File: src/rtl/cet_ram.sv
// generic single-port-write ram with registered read
// no dependencies
module cet_ram #(
    parameter int WIDTH = 8,
    parameter int DEPTH = 16
) (
    input  logic                     clk,
    input  logic                     we,
    input  logic [$clog2(DEPTH)-1:0] waddr,
    input  logic [WIDTH-1:0]         wdata,
    input  logic                     re,
    input  logic [$clog2(DEPTH)-1:0] raddr,
    output logic [WIDTH-1:0]         rdata
);

    logic [WIDTH-1:0] mem [DEPTH];

    always_ff @(posedge clk)
    begin
        if (we)
        begin
            mem[waddr] <= wdata;
        end
        if (re)
        begin
            rdata <= mem[raddr];
        end
    end

endmodule

File: config.mk
export PLATFORM = sky130hd
export DESIGN_NAME = cet_ram
export DESIGN_NICKNAME = d
export VERILOG_FILES = /design/src/rtl/cet_ram.sv
export SDC_FILE = /design/constraint.sdc
export NUM_CORES = 1
export LEC_CHECK = 0
export CAP_MARGIN = 10
export CORE_ASPECT_RATIO = 0.9
export CORE_UTILIZATION = 52
export CTS_BUF_LIST = sky130_fd_sc_hd__clkbuf_8
export CTS_CLUSTER_DIAMETER = 30
export DETAILED_ROUTE_END_ITERATION = 16
export DONT_BUFFER_PORTS = 1
export PLACE_DENSITY_LB_ADDON = 0.25
export SYNTH_ARGS = -nofsm -noshare
export SYNTH_HDL_FRONTEND = slang
export SYNTH_SLANG_ARGS = --single-unit
File: constraint.sdc
create_clock -name clk -period 2.5 [get_ports clk]
set_input_delay 0.5 -clock clk [delete_from_list [all_inputs] [get_ports clk]]
set_output_delay 0.5 -clock clk [all_outputs]
set_load 0.02 [all_outputs]
# Yosys cells after proc, flatten, opt, wreduce, memory -nomap -nowiden

Memories as Yosys holds them, arrays and structs flattened. A register that Yosys moved wholly into a read port is not among the register bits.
Cells that the tools add are included.

Muxes and demuxes: 2

Operators with widths:

| operator         | number |
|---|---|
| 2-to-1 mux 1 bit | 2 |

Register bits after elaboration: 0
Bits in writable memories: 128
Output and inout bits: 8
Logic and storage cells: 3
Memories: 1

Memories:

| name | depth | bits a word | rd ports | clocked after Yosys merged registers in | wr ports | RTL line | source |
|---|---|---|---|---|---|---|---|
| mem  | 16    | 8           | 1        | 1                                       | 1        | 16       | `logic [WIDTH-1:0] mem [DEPTH];` |

# Longest topological paths before layout

Word-level depth: 2
Mapped depth: 5
Depth with buffers taken out: 3

# Least setup slack after synthesis

No wires, ideal clock.

Kind: input -> register
Start: input waddr[2]
End: memory mem[0][0] (enable)
Setup time: 0.383 ns
Arrival time: 1.610 ns
Data required time: 2.117 ns
Setup slack: 0.507 ns
Stages: 2
Cell sequence: or3b_2 > nor3_1

RTL lines:

| item               | RTL line | source |
|---|---|---|
| start: declaration | 9        | `input logic [$clog2(DEPTH)-1:0] waddr,` |
| end: declaration   | 16       |  |

No word-level cell before the write port.

==> impl_metrics.tcl <==
set metrics [dict create \
    final.setup_skew_ns 0.01479 \
    antenna_cells 0 \
    cts_made_buffers 17 \
    status "finished, final reports clean" \
    grtUsageTotal_pct 19.99 \
    fmax_mhz 649.1 \
    postSynthCellCount 229 \
    area_growth_pct 11.82 \
    pin_count 27 \
    synth-edff-count 136 \
    worst_r2r_path_depth 3 \
    synth_seq_cells 136 \
    post_synth.cell_area_avg_um2 22.83 \
    crit_type "reg2reg" \
    wl_per_cell_um 23.71 \
    synth-compound-area-share_pct 2.298 \
    ys_top_cells_by_area "edfxtp_1 (78%), mux4_2 (7.8%), mux4_1 (7.0%)" \
    cellPowerDensity_mw_per_mm2 798.4 \
    cts_num_sinks 136 \
    start_util_pct 53.90 \
    gp_congestion 0.6934 \
    finalHoldViolations 0 \
    synth_top_area_share_pct 78.12 \
    detail-route-antenna-nets 0 \
    synth_nets 248 \
    synthMuxAreaShare_pct 14.79 \
    drv_slew 0 \
    grt_pass1_wl_mm 14.16 \
    synth_most_common_cell "edfxtp_1" \
    synth-async-reset-ratio_pct 0 \
    ys.flop_type "edfxtp_1" \
    required_ns 2.68 \
    root_buffer "clkbuf_8" \
    grt_pass1_vias 2365 \
    antenna_found_initial 0 \
    drc_errors 0 \
    synth_cell_types 18 \
    worst_pin_slew_ns 0.7297 \
    cts_max_level 4 \
    coreArea_mm2 0.009699 \
    cp_data_arrival_time_ns 1.72 \
    yosys-top-cells-count "edfxtp_1 (136), mux4_2 (18), a22oi_1 (16), mux4_1 (14), nor2_1 (13)" \
    cts_tree "done" \
    clockBufferDepth 2 \
    yosys_warnings 0 \
    fin_crit_ns 1.541 \
    rsz0062_at_grt "no" \
    ir_drop_uv 403.8 \
    drt-initial-drc-count 166 \
    p_leak_nw 1.897 \
    die_w_um 107.7 \
    die_h_um 97.12 \
    cts_hold_buf 0 \
    hold_depth 0 \
    place_ws_ns 0.5298 \
    num_rows 34 \
    worstSetupEndpointType "flip-flop" \
    fillers 687 \
    final.period_utilization_pct 61.62 \
    cp-start-kind "flip-flop" \
    synthSimpleGateAreaFrac_pct 3.135 \
    drv_cap 0 \
    routed_wl_mm 9.296 \
    grt_max_degree 33 \
    hp-class "in2reg" \
    io_buffers 0 \
    setup_viol 0 \
    rrSetupSlack_ns 0.96 \
    yosys.area.top_type "edfxtp_1" \
    ys_seq_area_share_pct 78.12 \
    cts_setup_buffers 0 \
    grt-ovfl-total 0 \
    viasPerCell 5.964 \
    vias 2338 \
    drt_pass1_iterations 5 \
    max_stage_delay_ns 0.51 \
    setup_tns_ns 0 \
    clk_latency_ns 0.43 \
    slew_headroom_pct 51.17 \
    syn_area_mm2 0.005228 \
    layout_setup_ws_ns 0.9594 \
    synth-xor-area-share_pct 0 \
    cp_cell_sequence "mux4_1 -> a22oi_1 -> nand2_1" \
    final_nets 272 \
    die_area_mm2 0.01046 \
    synthAdderAreaFrac_pct 0 \
    hpwl_mm 5.564 \
    synth_top_family_by_area "multiplexers" \
    drive_above_1_share_pct 24.44 \
    slowest_stage "mux4_1" \
    path_max_fanout 1 \
    cts_resized 0 \
    clk_pin_slew_ns 0.08 \
]
-- cells by family (layout without fill, tap and decap cells) --
logic type             after synthesis  after routing
AOI/OAI and AO/OA                   16             16
buffers and inverters               10             47
DFF                                136            136
muxes                               32             32
and+or+nand+nor                     35             35
-- layout by cell type (no fill, tap or decap), types with 4 or more instances in the layout --
master / instances
clkbuf_8: 17
edfxtp_1: 136
mux4_2: 18
a22oi_1: 16
bufinv_16: 4
nor2_1: 13
buf_4: 15
nor3_1: 4
mux4_1: 14
nand2_1: 9
-- critical path: cells and delay by family (launching register included) --
kind | cells | cell delay, ns
and+or+nand+nor | 1 | 0.12
AOI/OAI and AO/OA | 1 | 0.28
muxes | 1 | 0.51
DFF | 1 | 0.39
-- per-layer routing --
| metal | vias up | global-route usage [%] | wire [um] |
|---|---|---|---|
| met3 | 6 | 6.304 | 771 |
| met4 | 0 | 8.114 | 77 |
| met2 | 97 | 28.21 | 4370 |
| li1 | 1028 | - | - |
| met5 | - | 0 | 0 |
| met1 | 1207 | 29.26 | 4077 |
-- worst paths after layout --
check | to | start
worst max-delay path | rdata[1]$_DFFE_PP_ | mem[2][1]$_DFFE_PP_
worst min-delay path | mem[7][4]$_DFFE_PP_ | wdata[4]
worst max register to register | rdata[1]$_DFFE_PP_ | mem[2][1]$_DFFE_PP_
worst min register to register | rdata[5]$_DFFE_PP_ | mem[15][5]$_DFFE_PP_
-- area by class of cell --
class                           instances  area [um2]  area share [%]
Clock buffer                           17       234.0           4.003
Clock inverter                         15       200.2           3.425
Multi-Input combinational cell         83        1057           18.09
Sequential cell                       136        4084           69.86
Tap cell                              126       157.7           2.697
Timing Repair Buffer                   15       112.6           1.926
-- state kept, by name, indices dropped and copies added, names as in the netlist --
signal	count
mem	128
rdata	8
-- power breakdown --
group	switching, mW	total (mW)	internal (mW)	leakage, nW
combinational	0.0614	0.138	0.0767	0.451
clock	0.844	1.94	1.09	0.210
sequential	0.0262	2.59	2.57	1.24
total	0.932	4.67	3.74	1.90
-- metrics by stage --
stage	instance area, um2	hold WS (ns)	total power, mW	instances	util (%)
6_report	5846	0.1607	4.667	392	60.27
5_1_grt	5846	0.1229	4.816	392	60.27
4_1_cts	5846	0.1276	4.702	392	60.27
3_5_place_dp	5411	0.5995	2.786	360	55.79
3_3_place_gp	5411	0.5995	2.782	360	55.79
2_1_floorplan	5228	0.5989	2.770	229	-
Note: power is estimated with default switching activity, not from simulation.
